$ cat config.mk
export PLATFORM = sky130hd
export DESIGN_NAME = rational_arithmetic_unit
export DESIGN_NICKNAME = d
export VERILOG_FILES = /design/src/hdl/rau_pkg.sv /design/src/hdl/rational_arithmetic_unit.sv
export SDC_FILE = /design/constraint.sdc
export NUM_CORES = 2
export LEC_CHECK = 0
export ABC_AREA = 0
export BUFFER_PORTS_ARGS = -buffer_cell sky130_fd_sc_hd__buf_4
export CAP_MARGIN = 10
export CORE_MARGIN = 2
export CORE_UTILIZATION = 55
export CTS_BUF_LIST = sky130_fd_sc_hd__clkbuf_4 sky130_fd_sc_hd__clkbuf_8
export DETAILED_ROUTE_END_ITERATION = 10
export PLACE_DENSITY = 0.76
export SYNTH_ARGS = -nofsm -noshare
export SYNTH_HDL_FRONTEND = slang
export SYNTH_SLANG_ARGS = --single-unit
$ cat constraint.sdc
create_clock -name i_clk -period 15.4 [get_ports i_clk]
set_input_delay 2.31 -clock i_clk [delete_from_list [all_inputs] [get_ports i_clk]]
set_output_delay 2.31 -clock i_clk [all_outputs]
set_load 0.01 [all_outputs]
$ cat src/hdl/rau_pkg.sv
// ----------------------------------------------------------------------------
// rau_pkg
// Shared widths, operation codes, compare codes and sequencer states for the
// rational arithmetic unit.
// ----------------------------------------------------------------------------
package rau_pkg;

    // operand and result widths
    localparam int OPERAND_WIDTH = 16;
    localparam int DEN_WIDTH     = OPERAND_WIDTH - 1;
    localparam int FUNC_WIDTH    = 3;
    localparam int ORDER_WIDTH   = 2;
    localparam int RES_NUM_WIDTH = 32;
    localparam int RES_DEN_WIDTH = 31;

    // internal widths: signed product of two (OPERAND_WIDTH+1)-bit factors,
    // and the magnitude of any numerator or denominator before reduction
    localparam int PROD_WIDTH = 2 * OPERAND_WIDTH + 2;
    localparam int MAG_WIDTH  = 2 * OPERAND_WIDTH;
    localparam int CNT_WIDTH  = $clog2(MAG_WIDTH + 1);

    // operation codes
    typedef enum logic [FUNC_WIDTH-1:0] {
        FN_ADD,
        FN_SUB,
        FN_MUL,
        FN_DIV,
        FN_CMP
    } t_func;

    // compare outcome codes
    typedef enum logic [ORDER_WIDTH-1:0] {
        ORD_LESS,
        ORD_EQUAL,
        ORD_GREATER
    } t_order;

    // sequencer states
    typedef enum logic [3:0] {
        ST_IDLE,
        ST_MUL,
        ST_FORM,
        ST_SIGN,
        ST_GCD_TWO,
        ST_GCD,
        ST_DIV_NUM,
        ST_DIV_DEN,
        ST_DONE
    } t_state;

endpackage

$ cat src/hdl/rational_arithmetic_unit.sv
// ----------------------------------------------------------------------------
// rational_arithmetic_unit
// Adds, subtracts, multiplies, divides or compares two fractions and returns
// the result reduced by its greatest common divisor.
//
// Usage: a transaction is taken at a rising edge with start high and busy
// low; i_func selects the operation, i_a_* and i_b_* give the operands (a
// zero denominator counts as one). busy stays high until the result is out.
// The result appears on o_res_num, o_res_den, o_order and o_div_zero for
// exactly one cycle, marked by o_valid; the receiver cannot stall it, and a
// new transaction may be started in that same cycle.
// Sequence: the cross products on one shared multiplier, then the fraction is
// formed and signed, then binary gcd on one shared subtractor (one shift or
// subtract per cycle) and two restoring divisions, of the numerator and the
// denominator magnitude by the gcd, on the same subtractor, and then the
// result is presented. Results with a zero numerator (compare, divide by
// zero, unused codes) skip gcd and division.
// One transaction at a time; a new one is accepted only while busy is low.
// Reset (synchronous, active low) returns the sequencer to idle and drops
// o_valid; no result is in flight afterwards.
// ----------------------------------------------------------------------------
module rational_arithmetic_unit
    import rau_pkg::*;
(
    input  logic                            i_clk,
    input  logic                            i_rst_n,
    input  logic                            start,
    output logic                            busy,
    input  logic [FUNC_WIDTH-1:0]           i_func,
    input  logic signed [OPERAND_WIDTH-1:0] i_a_num,
    input  logic [DEN_WIDTH-1:0]            i_a_den,
    input  logic signed [OPERAND_WIDTH-1:0] i_b_num,
    input  logic [DEN_WIDTH-1:0]            i_b_den,
    output logic                            o_valid,
    output logic signed [RES_NUM_WIDTH-1:0] o_res_num,
    output logic [RES_DEN_WIDTH-1:0]        o_res_den,
    output logic [ORDER_WIDTH-1:0]          o_order,
    output logic                            o_div_zero
);

    // sequencer state
    t_state r_state, n_state;

    // captured operands
    logic [FUNC_WIDTH-1:0]           r_func, n_func;
    logic signed [OPERAND_WIDTH-1:0] r_an, n_an, r_bn, n_bn;
    logic [DEN_WIDTH-1:0]            r_ad, n_ad, r_bd, n_bd;

    // cross products
    logic [1:0]                      r_step, n_step;
    logic signed [PROD_WIDTH-1:0]    r_p_ab, n_p_ab, r_p_ba, n_p_ba;
    logic signed [PROD_WIDTH-1:0]    r_p_nn, n_p_nn, r_p_dd, n_p_dd;

    // unreduced fraction and flags
    logic signed [PROD_WIDTH-1:0]    r_num, n_num, r_den, n_den;
    t_order                          r_ord, n_ord;
    logic                            r_dz, n_dz;

    // magnitudes, gcd and division registers
    logic                            r_neg, n_neg;
    logic [MAG_WIDTH-1:0]            r_mag, n_mag, r_dmag, n_dmag;
    logic [MAG_WIDTH-1:0]            r_u, n_u, r_v, n_v, r_g, n_g;
    logic [CNT_WIDTH-1:0]            r_k, n_k, r_cnt, n_cnt;
    logic [MAG_WIDTH-1:0]            r_rem, n_rem, r_quo, n_quo;

    // output registers
    logic                            r_valid, n_valid;
    logic signed [RES_NUM_WIDTH-1:0] r_res_num, n_res_num;
    logic [RES_DEN_WIDTH-1:0]        r_res_den, n_res_den;
    logic [ORDER_WIDTH-1:0]          r_order, n_order;
    logic                            r_div_zero, n_div_zero;

    // shared multiplier
    logic signed [OPERAND_WIDTH:0]   mul_x, mul_y;
    logic signed [PROD_WIDTH-1:0]    mul_p;

    // shared subtractor
    logic [MAG_WIDTH:0]              sub_a, sub_b, sub_d;

    // helpers
    logic                            accept;
    logic signed [PROD_WIDTH-1:0]    as_sum, abs_num, abs_den;
    logic [MAG_WIDTH:0]              trial;
    logic                            div_ge, div_last, gcd_done, num_zero;
    logic [MAG_WIDTH-1:0]            quo_next;
    logic signed [MAG_WIDTH:0]       signed_mag;

    assign accept = start && (r_state == ST_IDLE);

    // multiplier operand select: an*bd, ad*bn, an*bn, ad*bd
    always_comb begin
        case (r_step)
            2'd0: begin
                mul_x = {r_an[OPERAND_WIDTH-1], r_an};
                mul_y = signed'({2'b00, r_bd});
            end
            2'd1: begin
                mul_x = signed'({2'b00, r_ad});
                mul_y = {r_bn[OPERAND_WIDTH-1], r_bn};
            end
            2'd2: begin
                mul_x = {r_an[OPERAND_WIDTH-1], r_an};
                mul_y = {r_bn[OPERAND_WIDTH-1], r_bn};
            end
            default: begin
                mul_x = signed'({2'b00, r_ad});
                mul_y = signed'({2'b00, r_bd});
            end
        endcase
    end

    assign mul_p = mul_x * mul_y;

    // subtractor operand select: u - v in gcd, trial - g in division
    assign trial = {r_rem, r_quo[MAG_WIDTH-1]};

    always_comb begin
        if (r_state == ST_DIV_NUM || r_state == ST_DIV_DEN) begin
            sub_a = trial;
            sub_b = {1'b0, r_g};
        end else begin
            sub_a = {1'b0, r_u};
            sub_b = {1'b0, r_v};
        end
    end

    assign sub_d = sub_a - sub_b;

    // division step results
    assign div_ge   = !sub_d[MAG_WIDTH];
    assign quo_next = {r_quo[MAG_WIDTH-2:0], div_ge};
    assign div_last = (r_cnt == CNT_WIDTH'(MAG_WIDTH - 1));

    // gcd ends when both values are odd and equal
    assign gcd_done = r_u[0] && r_v[0] && (sub_d == '0);

    // add or subtract of the cross products, also used for compare
    assign as_sum = (r_func == FN_SUB || r_func == FN_CMP) ? (r_p_ab - r_p_ba)
                                                           : (r_p_ab + r_p_ba);

    // magnitudes of the unreduced fraction
    assign abs_num  = r_num[PROD_WIDTH-1] ? -r_num : r_num;
    assign abs_den  = r_den[PROD_WIDTH-1] ? -r_den : r_den;
    assign num_zero = (r_num == '0);

    // signed reduced numerator
    assign signed_mag = r_neg ? -signed'({1'b0, r_mag}) : signed'({1'b0, r_mag});

    // next state
    always_comb begin
        n_state = r_state;
        case (r_state)
            ST_IDLE: begin
                if (accept) n_state = ST_MUL;
            end
            ST_MUL: begin
                if (r_step == 2'd3) n_state = ST_FORM;
            end
            ST_FORM: begin
                n_state = ST_SIGN;
            end
            ST_SIGN: begin
                n_state = num_zero ? ST_DONE : ST_GCD_TWO;
            end
            ST_GCD_TWO: begin
                if (r_u[0] || r_v[0]) n_state = ST_GCD;
            end
            ST_GCD: begin
                if (gcd_done) n_state = ST_DIV_NUM;
            end
            ST_DIV_NUM: begin
                if (div_last) n_state = ST_DIV_DEN;
            end
            ST_DIV_DEN: begin
                if (div_last) n_state = ST_DONE;
            end
            ST_DONE: begin
                n_state = ST_IDLE;
            end
            default: begin
                n_state = ST_IDLE;
            end
        endcase
    end

    // handshake outputs
    always_comb begin
        busy = (r_state != ST_IDLE);
    end

    // datapath next values
    always_comb begin
        n_func     = r_func;
        n_an       = r_an;
        n_ad       = r_ad;
        n_bn       = r_bn;
        n_bd       = r_bd;
        n_step     = r_step;
        n_p_ab     = r_p_ab;
        n_p_ba     = r_p_ba;
        n_p_nn     = r_p_nn;
        n_p_dd     = r_p_dd;
        n_num      = r_num;
        n_den      = r_den;
        n_ord      = r_ord;
        n_dz       = r_dz;
        n_neg      = r_neg;
        n_mag      = r_mag;
        n_dmag     = r_dmag;
        n_u        = r_u;
        n_v        = r_v;
        n_g        = r_g;
        n_k        = r_k;
        n_cnt      = r_cnt;
        n_rem      = r_rem;
        n_quo      = r_quo;
        n_valid    = 1'b0;
        n_res_num  = r_res_num;
        n_res_den  = r_res_den;
        n_order    = r_order;
        n_div_zero = r_div_zero;

        case (r_state)
            // capture a transaction, zero denominators read as one
            ST_IDLE: begin
                if (accept) begin
                    n_func = i_func;
                    n_an   = i_a_num;
                    n_bn   = i_b_num;
                    n_ad   = (i_a_den == '0) ? DEN_WIDTH'(1) : i_a_den;
                    n_bd   = (i_b_den == '0) ? DEN_WIDTH'(1) : i_b_den;
                    n_step = 2'd0;
                end
            end

            // one cross product per cycle
            ST_MUL: begin
                n_step = r_step + 2'd1;
                case (r_step)
                    2'd0:    n_p_ab = mul_p;
                    2'd1:    n_p_ba = mul_p;
                    2'd2:    n_p_nn = mul_p;
                    default: n_p_dd = mul_p;
                endcase
            end

            // pick numerator and denominator for the operation
            ST_FORM: begin
                n_num = '0;
                n_den = PROD_WIDTH'(1);
                n_ord = ORD_EQUAL;
                n_dz  = 1'b0;
                case (r_func)
                    FN_ADD, FN_SUB: begin
                        n_num = as_sum;
                        n_den = r_p_dd;
                    end
                    FN_MUL: begin
                        n_num = r_p_nn;
                        n_den = r_p_dd;
                    end
                    FN_DIV: begin
                        if (r_bn == '0) begin
                            n_dz = 1'b1;
                        end else begin
                            n_num = r_p_ab;
                            n_den = r_p_ba;
                        end
                    end
                    FN_CMP: begin
                        if (as_sum[PROD_WIDTH-1]) begin
                            n_ord = ORD_LESS;
                        end else if (as_sum == '0) begin
                            n_ord = ORD_EQUAL;
                        end else begin
                            n_ord = ORD_GREATER;
                        end
                    end
                    default: begin
                        n_num = '0;
                    end
                endcase
            end

            // move the sign onto the numerator, split into magnitudes
            ST_SIGN: begin
                if (num_zero) begin
                    n_neg  = 1'b0;
                    n_mag  = '0;
                    n_dmag = MAG_WIDTH'(1);
                end else begin
                    n_neg  = r_num[PROD_WIDTH-1] ^ r_den[PROD_WIDTH-1];
                    n_mag  = abs_num[MAG_WIDTH-1:0];
                    n_dmag = abs_den[MAG_WIDTH-1:0];
                    n_u    = abs_num[MAG_WIDTH-1:0];
                    n_v    = abs_den[MAG_WIDTH-1:0];
                    n_k    = '0;
                end
            end

            // strip common factors of two
            ST_GCD_TWO: begin
                if (!r_u[0] && !r_v[0]) begin
                    n_u = r_u >> 1;
                    n_v = r_v >> 1;
                    n_k = r_k + CNT_WIDTH'(1);
                end
            end

            // binary gcd: one shift or subtract per cycle
            ST_GCD: begin
                if (!r_u[0]) begin
                    n_u = r_u >> 1;
                end else if (!r_v[0]) begin
                    n_v = r_v >> 1;
                end else if (gcd_done) begin
                    n_g   = r_u << r_k;
                    n_rem = '0;
                    n_quo = r_mag;
                    n_cnt = '0;
                end else if (!sub_d[MAG_WIDTH]) begin
                    n_u = sub_d[MAG_WIDTH-1:0];
                end else begin
                    n_v = MAG_WIDTH'(-sub_d);
                end
            end

            // restoring division of the numerator magnitude by the gcd
            ST_DIV_NUM: begin
                n_rem = div_ge ? sub_d[MAG_WIDTH-1:0] : trial[MAG_WIDTH-1:0];
                n_quo = quo_next;
                n_cnt = r_cnt + CNT_WIDTH'(1);
                if (div_last) begin
                    n_mag = quo_next;
                    n_rem = '0;
                    n_quo = r_dmag;
                    n_cnt = '0;
                end
            end

            // restoring division of the denominator by the gcd
            ST_DIV_DEN: begin
                n_rem = div_ge ? sub_d[MAG_WIDTH-1:0] : trial[MAG_WIDTH-1:0];
                n_quo = quo_next;
                n_cnt = r_cnt + CNT_WIDTH'(1);
                if (div_last) begin
                    n_dmag = quo_next;
                end
            end

            // present the result for one cycle
            ST_DONE: begin
                n_valid    = 1'b1;
                n_res_num  = RES_NUM_WIDTH'(signed_mag);
                n_res_den  = RES_DEN_WIDTH'(r_dmag);
                n_order    = r_ord;
                n_div_zero = r_dz;
            end

            default: begin
                n_valid = 1'b0;
            end
        endcase
    end

    // control registers
    always_ff @(posedge i_clk) begin
        if (!i_rst_n) begin
            r_state <= ST_IDLE;
            r_valid <= 1'b0;
        end else begin
            r_state <= n_state;
            r_valid <= n_valid;
        end
    end

    // payload registers
    always_ff @(posedge i_clk) begin
        r_func     <= n_func;
        r_an       <= n_an;
        r_ad       <= n_ad;
        r_bn       <= n_bn;
        r_bd       <= n_bd;
        r_step     <= n_step;
        r_p_ab     <= n_p_ab;
        r_p_ba     <= n_p_ba;
        r_p_nn     <= n_p_nn;
        r_p_dd     <= n_p_dd;
        r_num      <= n_num;
        r_den      <= n_den;
        r_ord      <= n_ord;
        r_dz       <= n_dz;
        r_neg      <= n_neg;
        r_mag      <= n_mag;
        r_dmag     <= n_dmag;
        r_u        <= n_u;
        r_v        <= n_v;
        r_g        <= n_g;
        r_k        <= n_k;
        r_cnt      <= n_cnt;
        r_rem      <= n_rem;
        r_quo      <= n_quo;
        r_res_num  <= n_res_num;
        r_res_den  <= n_res_den;
        r_order    <= n_order;
        r_div_zero <= n_div_zero;
    end

    // result ports
    assign o_valid    = r_valid;
    assign o_res_num  = r_res_num;
    assign o_res_den  = r_res_den;
    assign o_order    = r_order;
    assign o_div_zero = r_div_zero;

endmodule
==> run metrics <==
run status=finished clean; Vias/cell=6.13; Routed Antenna Nets=0; die width=282 µm; core area=0.0762 mm²; Clock Skew=0.0570 ns; Avg WL per Cell=23.5 µm; Top Layer Used=met5; Total Wirelength=124 mm; Max Clk Rate=119 MHz; Port Buf Inserts=135; met2 WL post-DR=60.2 mm; total CTS buffers=99; critical path's largest stage delay=1.03 ns; asr flop ratio synth=0; Syn Inst Count=4116; Synth Warn #=0; met3 wire len=10.4 mm; io pins=136; CTS clk-pin slew, worst paths=0.06 ns; Setup Viol. Count Final=0; DP Area=0.0445 mm²; EDFF count, synth=575; initial antenna violation count=3; Die Y-Extent=282 µm; Post-Route M1 WL=45.8 mm; # nets final=4713; Util after Layout=0.611; synthesis-to-finish area growth=9.62%; largest net degree at the start of global routing=71; CTS tree=done; crit path capture type=flop; library cells used by synthesis=88; Total GRT Usage=0.318; Tcrit/Tclk final=0.544; crit path kind=reg -> reg; CP cell instances=inv_1 > ha_1 > and2_1 > inv_1 > nor2_1 > fa_1 > fa_1 > fa_1 > fa_1 > fa_1 > inv_1 > fa_1 > inv_1 > ha_1 > nand2_1 > o21ai_0 > a41oi_1 > nor2_1 > nand3_1 > o21ai_0 > nand3_1 > a21oi_1 > xnor2_1; max_cap viols=0; reg2reg path depth=23; cell area after synthesis=0.0424 mm²; CP Launch Type=flop; # fillers=6357; fin. max-slew vios=0; HP Class=reg -> reg; DR vias=32544; Setup Total Neg Slack=0 ns; register area share after synthesis=0.409; Setup Buffers After CTS=0; WP data required=15.91 ns; Placer Congestion=1.02; endpoints failing hold=0; # rows=101; fin area=0.0465 mm²; Most common cell on crit path=fa_1; gr ovfl total=0; # resized after CTS=0; Synth Flop Type=edfxtp_1; vias in the first global route=32688; worst-margin pin slew=1.26 ns; Min-Delay Path Depth=0; DRC viols=0; clock tree sinks=580; CTS Buffer Depth=3; H-tree depth=3; die area=0.0794 mm²; first-pass GRT wire length=191 mm; layout cells sized above 1=0.110; detailed placement HPWL=96.3 mm; Synth Register Bits=580; clock latency on the worst-skew pair=0.75 ns; Synthesized Nets=4634; syn avg cell area=10.3 µm²; Initial Util=0.557; Period minus WS final=8.38 ns; RSZ-0062 raised after global routing=false; worst-path fanout max=26; clock root buffer master=clkbuf_8; CP max-delay cell=ha_1; CP arrival=8.89 ns; relative slew slack=0.159; DR iter-0 viols=3441; first drt pass iteration count=9; CTS hold repair buffers=0
## path summary, 6_finish.rpt
kind | from | endpoint | slack (ns)
setup / recovery | r_step[0] | r_p_nn[29] | 7.02
hold / removal | r_dz | o_div_zero | 0.43
setup reg to reg | r_step[0] | r_p_nn[29] | 7.02
hold reg to reg | r_dz | o_div_zero | 0.43
## worst max-delay path: cells and delay by family, from the launching register on
| family | cells | cell delay, ns |
|---|---|---|
| adder cells (fa/ha/maj) | 8 | 4.29 |
| AND/OR/NAND/NOR | 6 | 1.46 |
| AO/OA/AOI/OAI | 4 | 1.07 |
| buffers and inverters | 4 | 0.72 |
| flip-flops | 1 | 0.43 |
| XOR/XNOR | 1 | 0.20 |
## cell usage after synthesis, types with 90 or more instances
cell type  count  area, µm²
edfxtp_1     575      17300
nand2_1      496       1860
inv_1        430       1610
nor2_1       394       1480
fa_1         289       5790
a21oi_1      234       1170
clkbuf_1     188        706
ha_1         161       2010
o21ai_0      130        651
xnor2_1      122       1070
xor2_1       118       1030
nand3_1       90        450
## cells by family (layout without fill, tap and decap cells)
logic type               after synthesis  after routing  share of synthesized area
AND/OR/NAND/NOR                     1302           1302                      0.138
other                                  0              1                          0
multiplexers                         141            141                     0.0408
AO/OA/AOI/OAI                        759            759                      0.121
buffers and inverters                643            802                     0.0570
adder cells (fa/ha/maj)              450            450                      0.184
flip-flops                           580            580                      0.409
XOR/XNOR                             241            241                     0.0499
## metrics by stage
step | std cells | hold slack [ns] | setup WS, ns
CTS | 5305 | 0.433 | 7.10
detailed placement | 5124 | 0.418 | 7.11
global route | 5306 | 0.435 | 6.54
finish | 5306 | 0.425 | 7.02
global placement | 5124 | 0.423 | 7.25
floorplan | 4116 | 0.400 | 4.94
## cells in the final DEF (no fill, tap or decap), drive strengths merged, types with 83 or more instances in the layout
cell type  instances
inv              438
o21ai            137
mux2i             83
ha               161
xnor2            123
fa               289
nand2            496
buf              188
xor2             118
nand3             90
a21oi            235
nor2             394
edfxtp           575
clkbuf           122
## sequential cells by signal, indices dropped and copies added, names as in the netlist, 33 cells and up
name	count
r_p_ab	34
r_p_ba	34
r_p_nn	34
r_num	34
r_p_dd	33
r_den	33
## area by class of cell
cell class / count / area (µm²) / share of cell area
Tap cell: 1030 / 1290 / 0.0277
Sequential cell: 580 / 17400 / 0.373
Clock inverter: 59 / 475 / 0.0102
Antenna cell: 1 / 2.50 / 0.0000538
Multi-Input combinational cell: 2893 / 22800 / 0.490
Timing Repair Buffer: 188 / 1410 / 0.0303
Clock buffer: 122 / 1570 / 0.0337
Inverter: 433 / 1630 / 0.0349
## routing by layer
metal | GRT usage | up-vias
met5 | 0 | -
met4 | 0.182 | 2
met3 | 0.0573 | 370
met2 | 0.540 | 1628
met1 | 0.382 | 15921
li1 | - | 14623
Power is left out: the tool's default activity adds up to more than one toggle a clock period on the data nets, which glitch-free logic cannot reach.
